$ cat src/design/feq_pkg.sv
// Shared constants, types and helpers for the fan-out event queue.
`default_nettype none
package feq_pkg;

  localparam int NUM_DEVICES        = 4;
  localparam int CLIENTS_PER_DEVICE = 4;
  localparam int QUEUE_DEPTH        = 128;
  localparam int NSLOTS             = NUM_DEVICES * CLIENTS_PER_DEVICE;
  localparam int SLOT_W             = (NSLOTS > 1) ? $clog2(NSLOTS) : 1;
  localparam int PTR_W              = $clog2(QUEUE_DEPTH);
  localparam int ADDR_W             = $clog2(NSLOTS * QUEUE_DEPTH);
  localparam int CI_W               = (CLIENTS_PER_DEVICE > 1) ? $clog2(CLIENTS_PER_DEVICE) : 1;
  localparam int MAXEV_W            = 7;
  localparam int MAX_RESULTS        = 64;
  localparam int CMP_W              = ((PTR_W > MAXEV_W) ? PTR_W : MAXEV_W) + 1;

  typedef enum logic [2:0] {
    CMD_PUSH   = 3'd0,
    CMD_READ   = 3'd1,
    CMD_OPEN   = 3'd2,
    CMD_CLOSE  = 3'd3,
    CMD_STATUS = 3'd4
  } cmd_t;

  typedef enum logic [2:0] {
    ST_OK      = 3'd0,
    ST_NODEV   = 3'd1,
    ST_NOSLOT  = 3'd2,
    ST_NOTOPEN = 3'd3,
    ST_EMPTY   = 3'd4
  } status_t;

  typedef enum logic [2:0] {
    S_IDLE,
    S_EXEC,
    S_PUSH,
    S_RD_REQ,
    S_RD_OUT,
    S_EMIT
  } state_t;

  typedef struct packed {
    cmd_t                 cmd;
    logic [1:0]           dev;
    logic [1:0]           slot;
    logic [15:0]          etype;
    logic [15:0]          ecode;
    logic [31:0]          evalue;
    logic [63:0]          ts;
    logic [MAXEV_W-1:0]   maxev;
  } cmd_item_t;

  typedef struct packed {
    status_t      st;
    logic [1:0]   aslot;
    logic [15:0]  otype;
    logic [15:0]  ocode;
    logic [31:0]  ovalue;
    logic [63:0]  ots;
    logic         last;
    logic         has_events;
    logic         client_present;
    logic [31:0]  dropped;
    logic [31:0]  oseq;
  } res_item_t;

  // Ring pointer increment with wrap at the ring depth.
  function automatic logic [PTR_W-1:0] ptr_adv(input logic [PTR_W-1:0] p);
    logic [PTR_W-1:0] r;
    if (p == PTR_W'(QUEUE_DEPTH - 1)) r = '0;
    else r = p + PTR_W'(1);
    return r;
  endfunction

endpackage
`default_nettype wire

$ cat src/design/feq_res_queue.sv
// Result queue: holds finished results until the consumer pops them.
`default_nettype none
module feq_res_queue
  import feq_pkg::*;
(
  input  wire logic clk,
  input  wire logic rst,
  input  wire logic res_push,
  input  res_item_t res_in,
  output logic      res_full,
  output logic      empty,
  input  wire logic pop,
  output res_item_t res_out
);

  res_item_t  entry [2];
  logic       wptr;
  logic       rptr;
  logic [1:0] count;
  logic       wr;
  logic       rd;

  assign res_full = (count == 2'd2);
  assign empty    = (count == 2'd0);
  assign res_out  = entry[rptr];
  assign wr       = res_push && !res_full;
  assign rd       = pop && !empty;

  // Storage.
  always_ff @(posedge clk) begin
    if (wr) begin
      entry[wptr] <= res_in;
    end
  end

  // Pointers and fill count.
  always_ff @(posedge clk) begin
    if (rst) begin
      wptr  <= 1'b0;
      rptr  <= 1'b0;
      count <= 2'd0;
    end else begin
      if (wr) wptr <= !wptr;
      if (rd) rptr <= !rptr;
      case ({wr, rd})
        2'b10:   count <= count + 2'd1;
        2'b01:   count <= count - 2'd1;
        default: count <= count;
      endcase
    end
  end

endmodule
`default_nettype wire

$ cat config.mk
export PLATFORM = sky130hd
export DESIGN_NAME = feq_res_queue
export DESIGN_NICKNAME = d
export VERILOG_FILES = /design/src/design/feq_pkg.sv /design/src/design/feq_res_queue.sv
export SDC_FILE = /design/constraint.sdc
export NUM_CORES = 1
export LEC_CHECK = 0
export BUFFER_PORTS_ARGS = -buffer_cell sky130_fd_sc_hd__clkbuf_2
export CORE_ASPECT_RATIO = 1.25
export CORE_MARGIN = 8
export CORE_UTILIZATION = 46
export DETAILED_ROUTE_END_ITERATION = 8
export PLACE_DENSITY = 0.74
export REMOVE_ABC_BUFFERS = 1
export SLEW_MARGIN = 10
export SYNTH_ARGS = -nofsm -noshare
export SYNTH_HDL_FRONTEND = slang
export SYNTH_SLANG_ARGS = --single-unit
$ cat constraint.sdc
create_clock -name clk -period 6.2 [get_ports clk]
set_clock_uncertainty 0.2 [all_clocks]
set_input_delay 1.24 -clock clk [delete_from_list [all_inputs] [get_ports clk]]
set_output_delay 1.24 -clock clk [all_outputs]
set_load 0.02 [all_outputs]
## After elaboration in Yosys (flattened, before gate mapping)

Memories as Yosys holds them, arrays and structs flattened. A register that Yosys moved wholly into a read port is not among the register bits.
Cells that the tools add are included.

| storage, ports and cells | value |
|---|---|
| memories | 1 |
| bits in registers | 4 |
| input port bits | 204 |
| bits in writable memories | 400 |

Memories:

| memory | depth | width | rd ports | clocked after memory_dff | write ports | RTL line | RTL |
|---|---|---|---|---|---|---|---|
| entry | 2 | 200 | 1 | 1 | 1 | feq_res_queue.sv:16 | `res_item_t entry [2];` |

| operators by class | value |
|---|---|
| mux-type cells | 5 |
| $add $sub $neg | 2 |
| reduce and logical (&&, ||, !) cells | 8 |
| eq/ne operators | 3 |

Operators by type and width:

| operator | number |
|---|---|
| 2-bit == test, second input constant | 2 |
| 1-bit zero test | 4 |
| 1-bit 2-to-1 mux | 4 |
| 2-bit one-hot mux with 2 select lines | 1 |
| 2-bit by 1-bit adder with 2-bit output, second input constant | 1 |
| 2-bit by 1-bit == test with 1-bit output, second input constant | 1 |
| 1-bit logical AND | 2 |
| 2-bit zero test | 1 |
| 2-bit nonzero test | 1 |
| 2-bit by 1-bit subtractor with 2-bit output, second input constant | 1 |

## Logic depth before layout (Yosys ltp)

| depth | value |
|---|---|
| word-level depth | 5 |
| gate-level depth with buffers | 6 |
| mapped depth without buffers | 6 |

## Worst setup path after synthesis

OpenSTA, ideal clock, no wires.

| timing path | value |
|---|---|
| path kind | input to register |
| start point | in res_push |
| end point | mem entry[1][0] in the netlist's numbering (enable) |
| arrival | 5.859 ns |
| setup time | 0.586 ns |
| stages on the path | 1 |
| data required time | 5.414 ns |
| slack | -0.445 ns |
| path through | and3_1 |

| between the ends | value |
|---|---|
| cells in the longest elaborated chain, start to end | 3 |

RTL lines:

| what | RTL line | RTL |
|---|---|---|
| start, declared | feq_res_queue.sv:8 | `input wire logic res_push,` |
| 1-bit logical AND | feq_res_queue.sv:26 | `assign wr = res_push && !res_full;` |
| 1-bit 2-to-1 mux | feq_res_queue.sv:31 | `if (wr) begin` |
| 1-bit 2-to-1 mux (not written as such) | feq_res_queue.sv:32 | `entry[wptr] <= res_in;` |
| end, declared | feq_res_queue.sv:16 |  |

No other way between the ends.

==> impl_metrics.yaml <==
clocking:
  clk_path_buf_depth: 3
  clock-root-buffer: "clkbuf_16"
  cts.clk_slew.worst_paths_ns: 0.06
  numCtsBuffers: 39
  worst_skew_pair.late_latency_ns: 0.52
  clock_sinks: 405
  cts_tree: "built"
  ctsHtreeMaxLevel: 2
  cts_setup_buffers: 0
  cts_resized: 0
  hold_buffers: 0
logic_synthesis:
  synth-async-reset-ratio: 0
  post_synth.cell_area_avg_sq_um: 22.5
  synth_seq_cells: 405
  yosys_warnings: 0
  postSynthCellCount: 648
  syn_area_sq_um: 14600
  synth-edff-count: 400
  synth_common_cells: "edfxtp_1, mux2_2, buf_2"
  synth_cell_type_count: 17
  synth_top_area_cell: "edfxtp_1"
  synth_top_area_share: 0.823
  yosysMostFrequentCell: "edfxtp_1"
  synth_top_flop_cell: "edfxtp_1"
  seq_area_frac_synth: 0.830
  synth.area.top_cells: "edfxtp_1, mux2_2, buf_2"
route:
  wl_per_cell_um: 21.2
  drt_iter0_markers: 387
  vias: 7648
  via_per_inst: 5.02
  first_pass_iters: 6
  drc: 0
  ant_nets: 0
  totalWireLength_um: 32300
floorplan:
  die_w_um: 175
  rows: 73
  ios: 406
  die_h_um: 215
  core_sq_um: 31500
  dieArea_sq_um: 37700
  initial_core_util: 0.463
global_route:
  grt_pass1_vias: 8265
  grt_use_total: 0.163
  grt_max_degree: 124
  antenna_found_initial: 9
  grt_pass1_wl_um: 46800
  overflow: 0
run_status:
  status: "finished clean"
placed_design:
  numPortBuffers: 405
  gp_congestion: 0.760
  dpl.cell_count: 1449
  dp_hpwl_um: 22500
hold_path:
  hold_path_depth: 2
  hp-class: "flip-flop to flip-flop"
  hold_start: "wptr"
power_and_ir_drop:
  p_leak_nw: 6.88
  powerDensity_nw_per_um2: 439
  ir_drop_uv: 414
worst_setup_path:
  worstPathCellList: "buf_4 -> mux2_2 -> clkbuf_2"
  critical_path.slowest_cell: "dfxtp_4"
  endpoint_kind: "primary output"
  r2r_setup_slack_ns: 3.28
  path_max_fanout: 54
  required_ns: 4.76
  criticalPathCategory: "flip-flop to primary output"
  r2r_start: "count[0]"
  rr_worst_depth: 5
  critPathMaxStageDelay_ns: 0.73
  cp-start-kind: "flip-flop"
  crit_arrival_ns: 2.60
final_layout:
  regArea_sq_um: 12100
  final_cells: 1523
  nNetsFinal: 1283
  fill_cells: 2362
  final_layout_size_suffix_gt1_frac: 0.603
  multiInputGateArea_sq_um: 2370
  areaGrowthSynthToFinish_pct: 25.6
timing:
  tightest_slew_ns: 0.975
  fin_crit_ns: 4.04
  fmax_ghz: 0.248
  hold_violations: 0
  setup_tns_ns: 0
  slew_violations: 0
  holdWs_ns: 0.298
  min_period_over_period: 0.651
  setup_viol: 0
  rsz0062_at_grt: "false"
  relSlewSlack: 0.350
run:
  maxCapViolations: 0
==> layout by cell type, fill, tap and decap left out, drive strengths merged <==
master / n
nand2b: 1
o21a: 1
nand2: 1
xnor2: 2
inv: 3
nor2: 4
and3: 1
buf: 6
xor2: 1
clkbuf: 458
a21oi: 2
mux2: 200
clkinvlp: 1
clkinv: 12
dfxtp: 5
bufinv: 2
ha: 1
o21ai: 2
edfxtp: 400
diode: 6
or3: 2
==> power breakdown <==
group | switching, mW | internal (mW)
Sequential | 0.130 | 3.46
Clock | 0.929 | 1.29
Combinational | 1.39 | 0.857
==> path summary, 6_finish.rpt <==
path	to
setup reg to reg	entry[0][185]
hold reg to reg	wptr
hold / removal	wptr
setup / recovery	res_out[31]
==> cells by family (layout without fill, tap and decap cells) <==
logic type               Yosys count  in the layout  share of synthesized area
flip-flops                       405            405                      0.830
multiplexers                     200            200                      0.154
buffers and inverters             25            482                    0.00831
AND/OR/NAND/NOR                    9              9                    0.00317
AO/OA/AOI/OAI                      5              5                    0.00189
XOR/XNOR                           3              3                    0.00180
adder cells (fa/ha/maj)            1              1                   0.000857
other                              0              6                          0
==> worst max-delay path: cells and delay by family (launching register included) <==
family / cells / cell delay (ns)
mux: 1 / 0.44
flops: 1 / 0.73
buf+inv: 2 / 0.83
==> final cells by class <==
cell class	count	area share
flip-flops and latches	405	0.661
multi-input cells	218	0.129
repair buffers	411	0.115
clock buffers	53	0.0584
well taps	412	0.0281
clock inverters	15	0.00655
inverters	3	0.00102
diodes	6	0.000819
==> state kept, by name, summed over array words and instances, names as in the netlist, named ones only <==
| register | cells |
|---|---|
| count | 2 |
| entry | 400 |
| rptr | 1 |
| wptr | 1 |
==> metrics by stage <==
stage	instance area (sq um)	util	setup slack [ns]	total power, mW
2_1_floorplan	14500	-	-0.711	5.25
3_3_place_gp	17100	0.544	2.55	5.90
3_5_place_dp	17100	0.544	2.55	5.93
5_1_grt	18300	0.582	1.98	8.38
4_1_cts	18300	0.581	2.08	8.16
6_report	18300	0.582	2.16	8.05
==> routing by layer <==
metal	global-route usage	wire length, um	part of all wire
met5	0	36	0.0011
met1	0.164	11000	0.34
met4	0.0979	1440	0.045
met2	0.289	17400	0.54
met3	0.0502	2400	0.074
Note: power is estimated with default switching activity, not from simulation.
