===== src/design/feq_pkg.sv =====
// Shared constants, types and helpers for the fan-out event queue.
`default_nettype none
package feq_pkg;

  localparam int NUM_DEVICES        = 4;
  localparam int CLIENTS_PER_DEVICE = 4;
  localparam int QUEUE_DEPTH        = 128;
  localparam int NSLOTS             = NUM_DEVICES * CLIENTS_PER_DEVICE;
  localparam int SLOT_W             = (NSLOTS > 1) ? $clog2(NSLOTS) : 1;
  localparam int PTR_W              = $clog2(QUEUE_DEPTH);
  localparam int ADDR_W             = $clog2(NSLOTS * QUEUE_DEPTH);
  localparam int CI_W               = (CLIENTS_PER_DEVICE > 1) ? $clog2(CLIENTS_PER_DEVICE) : 1;
  localparam int MAXEV_W            = 7;
  localparam int MAX_RESULTS        = 64;
  localparam int CMP_W              = ((PTR_W > MAXEV_W) ? PTR_W : MAXEV_W) + 1;

  typedef enum logic [2:0] {
    CMD_PUSH   = 3'd0,
    CMD_READ   = 3'd1,
    CMD_OPEN   = 3'd2,
    CMD_CLOSE  = 3'd3,
    CMD_STATUS = 3'd4
  } cmd_t;

  typedef enum logic [2:0] {
    ST_OK      = 3'd0,
    ST_NODEV   = 3'd1,
    ST_NOSLOT  = 3'd2,
    ST_NOTOPEN = 3'd3,
    ST_EMPTY   = 3'd4
  } status_t;

  typedef enum logic [2:0] {
    S_IDLE,
    S_EXEC,
    S_PUSH,
    S_RD_REQ,
    S_RD_OUT,
    S_EMIT
  } state_t;

  typedef struct packed {
    cmd_t                 cmd;
    logic [1:0]           dev;
    logic [1:0]           slot;
    logic [15:0]          etype;
    logic [15:0]          ecode;
    logic [31:0]          evalue;
    logic [63:0]          ts;
    logic [MAXEV_W-1:0]   maxev;
  } cmd_item_t;

  typedef struct packed {
    status_t      st;
    logic [1:0]   aslot;
    logic [15:0]  otype;
    logic [15:0]  ocode;
    logic [31:0]  ovalue;
    logic [63:0]  ots;
    logic         last;
    logic         has_events;
    logic         client_present;
    logic [31:0]  dropped;
    logic [31:0]  oseq;
  } res_item_t;

  // Ring pointer increment with wrap at the ring depth.
  function automatic logic [PTR_W-1:0] ptr_adv(input logic [PTR_W-1:0] p);
    logic [PTR_W-1:0] r;
    if (p == PTR_W'(QUEUE_DEPTH - 1)) r = '0;
    else r = p + PTR_W'(1);
    return r;
  endfunction

endpackage
`default_nettype wire


===== src/design/feq_cmd_queue.sv =====
// Front end: accepts items, drops unknown commands, clamps read size, queues the rest.
`default_nettype none
module feq_cmd_queue
  import feq_pkg::*;
(
  input  wire logic               clk,
  input  wire logic               rst,
  input  wire logic               push,
  output logic                    full,
  input  wire logic [2:0]         command,
  input  wire logic [1:0]         device,
  input  wire logic [1:0]         client_slot,
  input  wire logic [15:0]        event_type,
  input  wire logic [15:0]        event_code,
  input  wire logic [31:0]        event_value,
  input  wire logic [63:0]        timestamp,
  input  wire logic [MAXEV_W-1:0] max_events,
  output logic                    cmd_valid,
  output cmd_item_t               cmd_item,
  input  wire logic               cmd_pop
);

  cmd_item_t  entry [2];
  logic       wptr;
  logic       rptr;
  logic [1:0] count;
  logic       known;
  logic       wr;
  logic       rd;
  cmd_item_t  in_item;

  // Classify the incoming item; read size is clamped to 1..64 here.
  always_comb begin
    known = (command <= CMD_STATUS);
    in_item.cmd    = cmd_t'(command);
    in_item.dev    = device;
    in_item.slot   = client_slot;
    in_item.etype  = event_type;
    in_item.ecode  = event_code;
    in_item.evalue = event_value;
    in_item.ts     = timestamp;
    if (max_events == '0) begin
      in_item.maxev = MAXEV_W'(1);
    end else if (max_events > MAXEV_W'(MAX_RESULTS)) begin
      in_item.maxev = MAXEV_W'(MAX_RESULTS);
    end else begin
      in_item.maxev = max_events;
    end
  end

  assign full      = (count == 2'd2);
  assign cmd_valid = (count != 2'd0);
  assign cmd_item  = entry[rptr];
  assign wr        = push && !full && known;
  assign rd        = cmd_pop && cmd_valid;

  // Two-entry queue storage.
  always_ff @(posedge clk) begin
    if (wr) begin
      entry[wptr] <= in_item;
    end
  end

  // Queue pointers and fill count.
  always_ff @(posedge clk) begin
    if (rst) begin
      wptr  <= 1'b0;
      rptr  <= 1'b0;
      count <= 2'd0;
    end else begin
      if (wr) wptr <= !wptr;
      if (rd) rptr <= !rptr;
      case ({wr, rd})
        2'b10:   count <= count + 2'd1;
        2'b01:   count <= count - 2'd1;
        default: count <= count;
      endcase
    end
  end

endmodule
`default_nettype wire


===== config.mk =====
export PLATFORM = sky130hd
export DESIGN_NAME = feq_cmd_queue
export DESIGN_NICKNAME = d
export VERILOG_FILES = /design/src/design/feq_pkg.sv /design/src/design/feq_cmd_queue.sv
export SDC_FILE = /design/constraint.sdc
export NUM_CORES = 1
export LEC_CHECK = 0
export ABC_CLOCK_PERIOD_IN_PS = 31400
export BUFFER_PORTS_ARGS = -buffer_cell sky130_fd_sc_hd__buf_2
export CAP_MARGIN = 20
export CORE_MARGIN = 8
export CORE_UTILIZATION = 45
export DETAILED_ROUTE_END_ITERATION = 16
export GPL_ROUTABILITY_DRIVEN = 0
export PLACE_DENSITY = 0.71
export SYNTH_ARGS = -nofsm -noshare
export SYNTH_HDL_FRONTEND = slang
export SYNTH_SLANG_ARGS = --single-unit

===== constraint.sdc =====
create_clock -name clk -period 31.4 [get_ports clk]
set_clock_uncertainty 0.1 [all_clocks]
set_input_delay 9.42 -clock clk [delete_from_list [all_inputs] [get_ports clk]]
set_output_delay 9.42 -clock clk [all_outputs]
set_load 0.02 [all_outputs]

# Yosys cells after proc, flatten, opt, wreduce, memory -nomap -nowiden
# Memories as Yosys holds them, arrays and structs flattened. A register that Yosys moved wholly into a read port is not among the register bits.
# Index checks and enable logic that the tools add are counted.
[classes]
mux = 7
reduce_logical = 9
n_lt_le_gt_ge = 2
n_addsub = 2
n_eq_ne = 3
[ops]
columns = ["operator", "n"]
rows = [
  ["7-bit two-way mux", 2],
  ["7-bit greater-than comparator, second input constant", 1],
  ["7-bit zero test", 1],
  ["2-bit equality test, second input constant", 2],
  ["1-bit two-way mux", 4],
  ["2-bit case mux with 2 select lines", 1],
  ["2-bit nonzero test", 2],
  ["3-bit <= comparator, second input constant", 1],
  ["1-bit logical AND", 3],
  ["1-bit zero test", 3],
  ["2-bit by 1-bit adder with 2-bit output, second input constant", 1],
  ["2-bit by 1-bit equality test with 1-bit output, second input constant", 1],
  ["2-bit by 1-bit subtractor with 2-bit output, second input constant", 1],
]
[word_totals]
n_memories = 1
input_bits = 146
reg_bits = 4
ram_bits = 284
out_inout_bits = 144
[memory_table]
columns = ["name", "words", "width", "rd", "rd_clocked_by_memory_dff", "wr", "line_no", "rtl"]
rows = [
  ["entry", 2, 142, 1, 1, 1, "feq_cmd_queue.sv:23", "cmd_item_t entry [2];"],
]

# Longest topological paths before layout
# Gate-level depths: netlist of run 1.
[depth]
word_depth = 6
mapped_depth = 6
depth_no_buf = 6

# Worst setup path after synthesis of run 1
# OpenSTA, ideal clock, no wires.
[synth_timing]
path_kind = "input -> register"
startpoint = "in command[1]"
endpoint = "mem entry[0][0] (netlist bit) (enable)"
cell_stages = 3
path_slack_ns = 15.022
t_arrival_ns = 15.632
path_cell_list = "o21ai_0 nand3b_1 nor2_1"
[synth_via]
elab_chain_cells = 4
[synth_rtl]
columns = ["element", "line_no", "rtl"]
rows = [
  ["start, declared", "feq_cmd_queue.sv:10", "input wire logic [2:0] command,"],
  ["3-bit <= comparator", "feq_cmd_queue.sv:34", "known = (command <= CMD_STATUS);"],
  ["1-bit logical AND", "feq_cmd_queue.sv:54", "assign wr = push && !full && known;"],
  ["1-bit two-way mux", "feq_cmd_queue.sv:59", "if (wr) begin"],
  ["1-bit two-way mux (implied by the code)", "feq_cmd_queue.sv:60", "entry[wptr] <= in_item;"],
  ["end, declared", "feq_cmd_queue.sv:23", ""],
]
# Every way passes these cells.

==> flow_metrics.py, run 1 <==
metrics = {
    "clock_network": {
        "cts_tree": "yes",
        "clock_latency_ns": 0.53,
        "clock_path_buffers": 3,
        "cts_setup_buffers": 0,
        "holdBufCountCts": 0,
        "post_cts_resized": 0,
        "cts.htree.levels": 1,
        "clk_pin_slew_ns": 0.06,
        "cts-buffers-inserted": 29,
        "cts_sinks": 289,
        "clockRootBuffer": "clkbuf_16",
    },
    "synthesis": {
        "yosysMostFrequentCell": "edfxtp_1",
        "synth_ff_type": "edfxtp_1",
        "syn_inst": 478,
        "yosysWarnings": 0,
        "syn_area_per_cell_um2": 22.05,
        "async_flop_share": 0,
        "synthesis.nets": 625,
        "synth_area_um2": 10540,
        "synth_area_leaders": "edfxtp_1 (81%), mux2_2 (15%), dfxtp_1 (0.95%)",
        "synth_top_cell_area_share": 0.8090,
        "synth-edff-count": 284,
        "ys_types": 20,
        "seq_area_frac_synth": 0.8185,
        "netlist_top_cells_count": "edfxtp_1 (284), mux2_2 (143), nor2_1 (9), buf_6 (8), buf_2 (7)",
        "synth_top_area_cell": "edfxtp_1",
        "ys_seq_elements": 289,
    },
    "die": {
        "initial_utilization": 0.4532,
        "fp-row-count": 56,
        "dieArea_um2": 28580,
        "io_pins": 290,
        "core-area_um2": 23260,
        "die_h_um": 169.1,
        "die_x_um": 169.1,
    },
    "power": {
        "total_power_mw": 1.055,
        "vdd_drop_max_uv": 63.50,
        "p_leak_nw": 4.856,
        "power_density_nw_per_um2": 79.82,
    },
    "critical_path": {
        "critPathKind": "flop to output pin",
        "crit_chain": "buf_4 > mux2_2 > buf_2",
        "r2r_slack_ns": 28.51,
        "arrival_ns": 3.05,
        "worstPathMaxFanout": 78,
        "worstReg2RegEnd": "entry[1][46]$_DFFE_PP_",
        "cp.required_ns": 21.88,
        "cpPeakStageDelay_ns": 0.91,
        "cp-end-kind": "output pin",
        "start_kind": "flop",
        "r2r_cells": 4,
        "cp_slowest_cell": "dfxtp_4",
        "worstReg2RegStart": "count[0]$_SDFFE_PP0P_",
    },
    "layout": {
        "syn2layout_area_growth_pct": 25.35,
        "layout-drive-gt1-share": 0.5916,
        "final_area_um2": 13210,
        "nNetsFinal": 933,
        "post-route-util": 0.5680,
    },
    "global_routing": {
        "antenna_found_initial": 2,
        "grt_max_degree": 79,
        "grt_first_pass_wirelength_um": 32360,
        "grt_overflow": 0,
        "grt_pass1_vias": 5837,
        "grtUsageTotal": 0.1457,
    },
    "timing": {
        "period_share": 0.4002,
        "clock.fmax_ghz": 0.07958,
        "hold_violations": 0,
        "relSlewSlack": 0.2801,
        "setup_tns_ns": 0,
        "rsz0062_at_grt": "no",
        "report.final.setup_viol": 0,
        "finalCriticalPeriod_ns": 12.57,
        "drv_slew": 0,
        "worst_pin_slew_ns": 1.080,
    },
    "job": {
        "cap_violations": 0,
    },
    "drt": {
        "dr.pass1.iters": 4,
        "drtIter0Drc": 317,
        "ant_nets": 0,
        "wl_per_cell_um": 19.39,
        "vias": 5456,
        "drc": 0,
        "routed_wl_um": 21870,
        "vias_per_cell": 4.837,
    },
    "hold_path": {
        "worstHoldPathType": "flop to flop",
        "min-delay-start": "rptr$_SDFFE_PP0P_",
        "hold_depth": 2,
    },
    "outcome": {
        "status": "completed",
    },
    "placement": {
        "dp_hpwl_um": 14620,
        "place.port_buffers": 289,
        "place_area_um2": 12310,
    },
}
==> placed cells by master, fill, tap and decap left out, drive strengths merged <==
cell and count:
bufinv 3, edfxtp 284, clkbuf 36, nand3b 1, or2 1, nor2b 6
diode 1, xor2 1, clkinv 13, dfxtp 5, inv 2, a21oi 2
nor2 9, xnor2 2, o21a 1, buf 294, mux2 143, o21ai 2
or3 1, nor3 1, ha 1
==> worst max-delay path: cells and delay by family (launching register included) <==
| kind | cells | cell delay, ns |
|---|---|---|
| multiplexers | 1 | 0.43 |
| flip-flops | 1 | 0.91 |
| buffers and inverters | 2 | 1.04 |
==> cell type report <==
cell class                      instances  area [µm²]
Tap cell                              319       399.1
Multi-Input combinational cell        171        1788
Clock inverter                         17       152.6
Sequential cell                       289        8632
Inverter                                1       3.754
Antenna cell                            1       2.502
Fill cell                            1828       10050
Timing Repair Buffer                  294        1484
Clock buffer                           36       752.0
==> kinds of logic (layout without fill, tap and decap cells) <==
| kind of cell | after synthesis | count (layout) | synth area share |
|---|---|---|---|
| simple gates | 19 | 19 | 0.009140 |
| flops | 289 | 289 | 0.8185 |
| other cells | 0 | 1 | 0 |
| buf+inv | 18 | 348 | 0.01329 |
| xor+xnor | 3 | 3 | 0.002493 |
| fa+ha+maj | 1 | 1 | 0.001187 |
| mux | 143 | 143 | 0.1528 |
| compound gates | 5 | 5 | 0.002612 |
==> flip-flops by register name, summed over array words and instances (netlist names), named ones only <==
name / flops
rptr: 1
wptr: 1
entry: 284
count: 2
==> report_power, final <==
part	leakage (nW)	internal [mW]	total (mW)	switching, mW
registers	2.66	0.464	0.484	0.0195
clock network	0.442	0.193	0.326	0.133
logic	1.75	0.100	0.245	0.145
total	4.86	0.758	1.05	0.297
==> stage by stage <==
| stage | std cells | setup slack [ns] | hold slack (ns) |
|---|---|---|---|
| finish | 1128 | 18.83 | 0.4117 |
| CTS | 1127 | 18.74 | 0.4098 |
| global route | 1128 | 18.61 | 0.4408 |
| detailed placement | 1074 | 19.26 | 0.3973 |
| global placement | 1074 | 19.28 | 0.3952 |
| floorplan | 478 | 15.02 | 0.3689 |
==> worst max-delay path by stage <==
stage | to | slack, ns | depth (start not counted)
3_3_place_gp | entry[1][139]$_DFFE_PP_ | 19.28 | 5
5_1_grt | cmd_item[95] | 18.61 | 3
3_5_place_dp | entry[1][0]$_DFFE_PP_ | 19.26 | 5
4_1_cts | cmd_item[124] | 18.74 | 3
2_1_floorplan | entry[0][0]$_DFFE_PP_ | 15.02 | 3
6_report | cmd_item[124] | 18.83 | 3
==> per-layer routing <==
| layer | routed length [µm] | vias to the layer above | part of all wire | GRT usage |
|---|---|---|---|---|
| li1 | - | 2510 | - | - |
| met1 | 8650 | 2693 | 0.40 | 0.1780 |
| met2 | 10850 | 217 | 0.50 | 0.2446 |
| met3 | 1974 | 34 | 0.090 | 0.04799 |
| met4 | 383 | 2 | 0.018 | 0.04078 |
| met5 | 13 | - | 0.00059 | 0 |
Power figures use the tool's default switching activity.
==> run 2, diff against run 1 <==
--- a/config.mk
+++ b/config.mk
@@ -5,14 +5,14 @@
 export SDC_FILE = /design/constraint.sdc
 export NUM_CORES = 1
 export LEC_CHECK = 0
-export ABC_CLOCK_PERIOD_IN_PS = 31400
+export ABC_CLOCK_PERIOD_IN_PS = 10300
 export BUFFER_PORTS_ARGS = -buffer_cell sky130_fd_sc_hd__buf_2
 export CAP_MARGIN = 20
 export CORE_MARGIN = 8
 export CORE_UTILIZATION = 45
 export DETAILED_ROUTE_END_ITERATION = 16
 export GPL_ROUTABILITY_DRIVEN = 0
-export PLACE_DENSITY = 0.71
+export PLACE_DENSITY = 0.74
 export SYNTH_ARGS = -nofsm -noshare
 export SYNTH_HDL_FRONTEND = slang
 export SYNTH_SLANG_ARGS = --single-unit
==> constraint.sdc (replaced) <==
create_clock -name clk -period 10.3 [get_ports clk]
set_clock_uncertainty 0.1 [all_clocks]
set_input_delay 3.09 -clock clk [delete_from_list [all_inputs] [get_ports clk]]
set_output_delay 3.09 -clock clk [all_outputs]
set_load 0.02 [all_outputs]
==> flow_metrics.py, run 2 (synthesis gave the netlist of run 1 again) <==
metrics = {
    "outcome": {
        "status": "completed",
    },
    "drt": {
        "dr.pass1.iters": 4,
        "ant_nets": 0,
        "vias": 5443,
        "drc": 0,
        "vias_per_cell": 4.821,
        "routed_wl_um": 21610,
        "wl_per_cell_um": 19.14,
        "drtIter0Drc": 271,
    },
    "layout": {
        "syn2layout_area_growth_pct": 25.61,
        "regMostFlops": "entry",
        "nNetsFinal": 933,
        "layout-drive-gt1-share": 0.5955,
        "largest_reg_flops": 284,
        "most-common-layout-cells": "buf_2 (289), edfxtp_1 (284), mux2_2 (143)",
        "fin_cells": 1129,
        "post-route-util": 0.5692,
        "layout_commonest_cell": "buf_2",
        "top_regs": "entry (284), count (2)",
    },
    "clock_network": {
        "cts_tree": "yes",
        "cts_setup_buffers": 0,
        "clockRootBuffer": "clkbuf_16",
        "holdBufCountCts": 0,
        "cts-buffers-inserted": 29,
        "post_cts_resized": 0,
        "clk_pin_slew_ns": 0.06,
        "clock_path_buffers": 3,
        "cts.htree.levels": 1,
        "cts_sinks": 289,
        "clock_latency_ns": 0.53,
    },
    "hold_path": {
        "worstHoldPathType": "flop to flop",
        "min-delay-start": "count[1]$_SDFFE_PP0P_",
    },
    "timing": {
        "relSlewSlack": 0.2827,
        "worst_pin_slew_ns": 1.076,
        "report.final.setup_viol": 0,
        "finalCriticalPeriod_ns": 6.211,
        "worst_slack_ns": 4.089,
        "setup_tns_ns": 0,
        "drv_slew": 0,
        "hold_violations": 0,
        "clock.fmax_ghz": 0.1610,
        "rsz0062_at_grt": "no",
        "period_share": 0.6030,
    },
    "critical_path": {
        "cp-end-kind": "output pin",
        "start_kind": "flop",
        "r2r_cells": 4,
        "cpPeakStageDelay_ns": 1.00,
        "arrival_ns": 3.02,
        "worstReg2RegStart": "count[0]$_SDFFE_PP0P_",
        "worstReg2RegEnd": "entry[1][62]$_DFFE_PP_",
        "critPathKind": "flop to output pin",
        "crit_end": "cmd_item[83]",
        "r2r_slack_ns": 7.88,
        "cp_slowest_cell": "dfxtp_4",
        "cp.required_ns": 7.11,
        "worstPathMaxFanout": 73,
        "crit_chain": "buf_4 > mux2_2 > buf_2",
    },
    "die": {
        "dieArea_um2": 28580,
        "core-area_um2": 23260,
        "initial_utilization": 0.4532,
        "fp-row-count": 56,
        "die_x_um": 169.1,
        "io_pins": 290,
        "die_h_um": 169.1,
    },
    "placement": {
        "place.port_buffers": 289,
        "dp_hpwl_um": 14490,
        "numPlacedInstances": 1074,
        "dp_slack_ns": 4.556,
    },
    "global_routing": {
        "grt_first_pass_wirelength_um": 31840,
        "grt_pass1_vias": 5844,
        "grtUsageTotal": 0.1428,
        "grt_max_degree": 79,
        "grt_overflow": 0,
        "antenna_found_initial": 4,
    },
    "power": {
        "p_leak_nw": 4.869,
        "power_density_nw_per_um2": 244.6,
        "vdd_drop_max_uv": 170.9,
        "total_power_mw": 3.239,
    },
    "job": {
        "cap_violations": 0,
    },
}
[run 2: final cells by class]
class | count | area (µm²)
antenna | 4 | 10.01
clock buffer | 35 | 748.2
inverter | 1 | 3.754
tap | 319 | 399.1
multi-input combinational | 171 | 1788
timing repair buffer | 294 | 1484
fill | 1831 | 10020
sequential | 289 | 8632
clock inverter | 16 | 176.4
[run 2: worst max-delay path: cells and delay by family, from the launching register on]
| kind | cells | cell delay, ns |
|---|---|---|
| buffers and inverters | 2 | 1.02 |
| flip-flops | 1 | 1.00 |
| multiplexers | 1 | 0.43 |
[run 2: worst min path at each step]
stage / end / slack, ns / cells after the start
6_report: count[1]$_SDFFE_PP0P_ / 0.43 / 2
5_1_grt: count[1]$_SDFFE_PP0P_ / 0.45 / 2
4_1_cts: count[1]$_SDFFE_PP0P_ / 0.43 / 2
3_5_place_dp: count[1]$_SDFFE_PP0P_ / 0.42 / 2
3_3_place_gp: flop / 0.39 / 2
2_1_floorplan: count[1]$_SDFFE_PP0P_ / 0.37 / 2
[run 2: report_power, final]
group	total, mW	switching, mW	internal [mW]	leakage [nW]
clock	1.02	0.409	0.612	0.455
sequential	1.48	0.0644	1.42	2.66
combinational	0.739	0.433	0.306	1.75
[run 2: metal layers]
| metal | GRT usage | part of all wire | vias to the layer above |
|---|---|---|---|
| li1 | - | - | 2509 |
| met1 | 0.1655 | 0.39 | 2683 |
| met2 | 0.2463 | 0.50 | 217 |
| met3 | 0.05078 | 0.087 | 32 |
| met4 | 0.04155 | 0.018 | 2 |
| met5 | 0 | 0.00060 | - |
[run 2: stage by stage]
stage | instance area [µm²] | hold WS [ns]
2_1_floorplan | 10540 | 0.3689
3_3_place_gp | 12310 | 0.3940
3_5_place_dp | 12310 | 0.4233
4_1_cts | 13230 | 0.4345
5_1_grt | 13240 | 0.4549
6_report | 13240 | 0.4318
==> run 3, diff against run 2 <==
--- a/config.mk
+++ b/config.mk
@@ -5,7 +5,8 @@
 export SDC_FILE = /design/constraint.sdc
 export NUM_CORES = 1
 export LEC_CHECK = 0
-export ABC_CLOCK_PERIOD_IN_PS = 10300
+export ABC_AREA = 1
+export ABC_CLOCK_PERIOD_IN_PS = 5690
 export BUFFER_PORTS_ARGS = -buffer_cell sky130_fd_sc_hd__buf_2
 export CAP_MARGIN = 20
 export CORE_MARGIN = 8
==> constraint.sdc (replaced) <==
create_clock -name clk -period 5.69 [get_ports clk]
set_clock_uncertainty 0.1 [all_clocks]
set_input_delay 1.707 -clock clk [delete_from_list [all_inputs] [get_ports clk]]
set_output_delay 1.707 -clock clk [all_outputs]
set_load 0.02 [all_outputs]
==> flow_metrics.py, run 3 <==
metrics = {
    "synthesis": {
        "synth-edff-count": 284,
        "synth_top_family_by_area": "multiplexers",
        "ys_types": 19,
        "synth_adder_area_share": 0.001150,
        "synth_top_area_cell": "edfxtp_1",
        "yosysMostFrequentCell": "edfxtp_1",
        "async_flop_share": 0,
        "netlist_top_cells_count": "edfxtp_1 (284), mux2_4 (80), mux2_2 (62), inv_1 (12), nor2_1 (11)",
        "seq_area_frac_synth": 0.7928,
        "synth_compound_area_frac": 0.005174,
        "synth_xor_area_frac": 0,
        "synthesis.nets": 641,
        "synth_area_um2": 10880,
        "synth_mux_area_frac": 0.1745,
        "ys_seq_elements": 289,
        "synth_area_leaders": "edfxtp_1 (78%), mux2_4 (11%), mux2_2 (6.4%)",
        "syn_area_per_cell_um2": 22.03,
        "syn_inst": 494,
        "synth_top_cell_area_share": 0.7836,
        "synth-simple-area-share": 0.008738,
        "synth_ff_type": "edfxtp_1",
        "yosysWarnings": 0,
    },
    "placement": {
        "place_area_um2": 12700,
        "place.port_buffers": 289,
        "dp_hpwl_um": 14770,
    },
    "clock_network": {
        "clock_latency_ns": 0.53,
        "cts-buffers-inserted": 29,
        "holdBufCountCts": 0,
        "clock_path_buffers": 3,
        "cts_sinks": 289,
        "post_cts_resized": 0,
        "cts.htree.levels": 1,
        "clk_pin_slew_ns": 0.06,
        "cts_setup_buffers": 0,
        "clockRootBuffer": "clkbuf_16",
        "cts_tree": "yes",
    },
    "job": {
        "cap_violations": 0,
    },
    "global_routing": {
        "grt_pass1_vias": 5700,
        "grtUsageTotal": 0.1362,
        "grt_max_degree": 87,
        "grt_overflow": 0,
        "grt_first_pass_wirelength_um": 30910,
        "antenna_found_initial": 3,
    },
    "timing": {
        "hold_violations": 0,
        "relSlewSlack": 0.4563,
        "worst_pin_slew_ns": 0.8155,
        "drv_slew": 0,
        "setup_tns_ns": 0,
        "finalCriticalPeriod_ns": 4.150,
        "report.final.setup_viol": 0,
        "rsz0062_at_grt": "no",
        "clock.fmax_ghz": 0.2410,
        "period_share": 0.7294,
    },
    "layout": {
        "most-common-layout-cells": "buf_2 (289), edfxtp_1 (284), mux2_4 (80)",
        "n_antenna_cell": 0,
        "layout_commonest_cell": "buf_2",
        "nNetsFinal": 949,
        "final_area_um2": 13600,
        "top_regs": "entry (284), count (2)",
        "layout-drive-gt1-share": 0.5841,
        "largest_reg_flops": 284,
        "regMostFlops": "entry",
        "syn2layout_area_growth_pct": 24.99,
    },
    "critical_path": {
        "critPathKind": "flop to output pin",
        "start_kind": "flop",
        "cp.required_ns": 3.88,
        "r2r_cells": 5,
        "cpPeakStageDelay_ns": 0.75,
        "worstReg2RegEnd": "entry[1][132]$_DFFE_PP_",
        "crit_chain": "buf_12 > mux2_2 > buf_2",
        "worstReg2RegStart": "count[0]$_SDFFE_PP0P_",
        "cp-end-kind": "output pin",
        "cp_slowest_cell": "dfxtp_4",
        "r2r_slack_ns": 3.28,
        "worstPathMaxFanout": 57,
        "arrival_ns": 2.34,
    },
    "drt": {
        "route.met3.wl_um": 2462,
        "routed_wl_um": 21630,
        "wl_per_cell_um": 18.91,
        "dr_wl_met2_um": 10860,
        "vias_per_cell": 4.827,
        "top_layer": "met5",
        "drt-met1-wl_um": 7810,
        "drtIter0Drc": 280,
        "drc": 0,
        "vias": 5522,
        "dr.pass1.iters": 4,
        "ant_nets": 0,
    },
    "die": {
        "core-area_um2": 24030,
        "fp-row-count": 57,
        "io_pins": 290,
        "dieArea_um2": 29420,
        "initial_utilization": 0.4528,
        "die_h_um": 171.5,
        "die_x_um": 171.5,
    },
    "power": {
        "vdd_drop_max_uv": 253.8,
        "total_power_mw": 5.253,
        "p_leak_nw": 5.214,
        "power_density_nw_per_um2": 386.2,
    },
    "outcome": {
        "status": "completed",
    },
    "hold_path": {
        "worstHoldPathType": "flop to flop",
        "hold_path_end": "rptr$_SDFFE_PP0P_",
        "hold_depth": 2,
        "min-delay-start": "rptr$_SDFFE_PP0P_",
    },
}
==> run 3: logic make-up (layout without fill, tap and decap cells) <==
family	count (synthesis)	count (layout)
DFF	289	289
buffers and inverters	29	355
adders and majority gates	1	1
AOI/OAI and AO/OA	10	10
muxes	142	142
and+or+nand+nor	23	23
==> run 3: cell type report <==
type	instances	area, µm²
multi-input combinational	176	2071
clock inverter	13	146.4
tap	324	405.4
clock buffer	36	752.0
sequential	289	8632
inverter	12	50.05
fill	1853	10430
timing repair buffer	294	1546
==> run 3: how the worst max path moves through the flow <==
stage / start / to / slack, ns / depth (start not counted)
6_report: flop / cmd_item[135] / 1.54 / 3
5_1_grt: flop / cmd_item[135] / 1.45 / 3
4_1_cts: flop / cmd_item[135] / 1.49 / 3
3_5_place_dp: command[1] / entry[1][140]$_DFFE_PP_ / 1.81 / 5
3_3_place_gp: command[1] / entry[1][140]$_DFFE_PP_ / 1.80 / 5
2_1_floorplan: command[1] / entry[1][0]$_DFFE_PP_ / 0.25 / 3
==> run 3: metal layers <==
metal / vias to the layer above / track usage
met5: - / 0
met4: 6 / 0.03478
met3: 37 / 0.05417
met2: 234 / 0.2440
met1: 2697 / 0.1480
li1: 2548 / -
==> run 3: critical path: cells and delay by family, from the launching register on <==
family                 cells  cell delay, ns
flip-flops                 1            0.75
buffers and inverters      2            0.61
multiplexers               1            0.39
==> run 3: report_power, final <==
group          switching (mW)  internal [mW]
Combinational           0.514          0.394
Clock                   0.730           1.07
Sequential             0.0533           2.50
==> run 3: stage by stage <==
| stage | utilization | worst slack, ns | hold WS, ns | cells |
|---|---|---|---|---|
| after floorplan | - | 0.2548 | 0.3669 | 494 |
| after global placement | 0.5286 | 1.797 | 0.3820 | 1095 |
| after detailed placement | 0.5286 | 1.806 | 0.3878 | 1095 |
| after CTS | 0.5660 | 1.493 | 0.4018 | 1144 |
| after global routing | 0.5660 | 1.447 | 0.4113 | 1144 |
| final | 0.5660 | 1.540 | 0.3960 | 1144 |
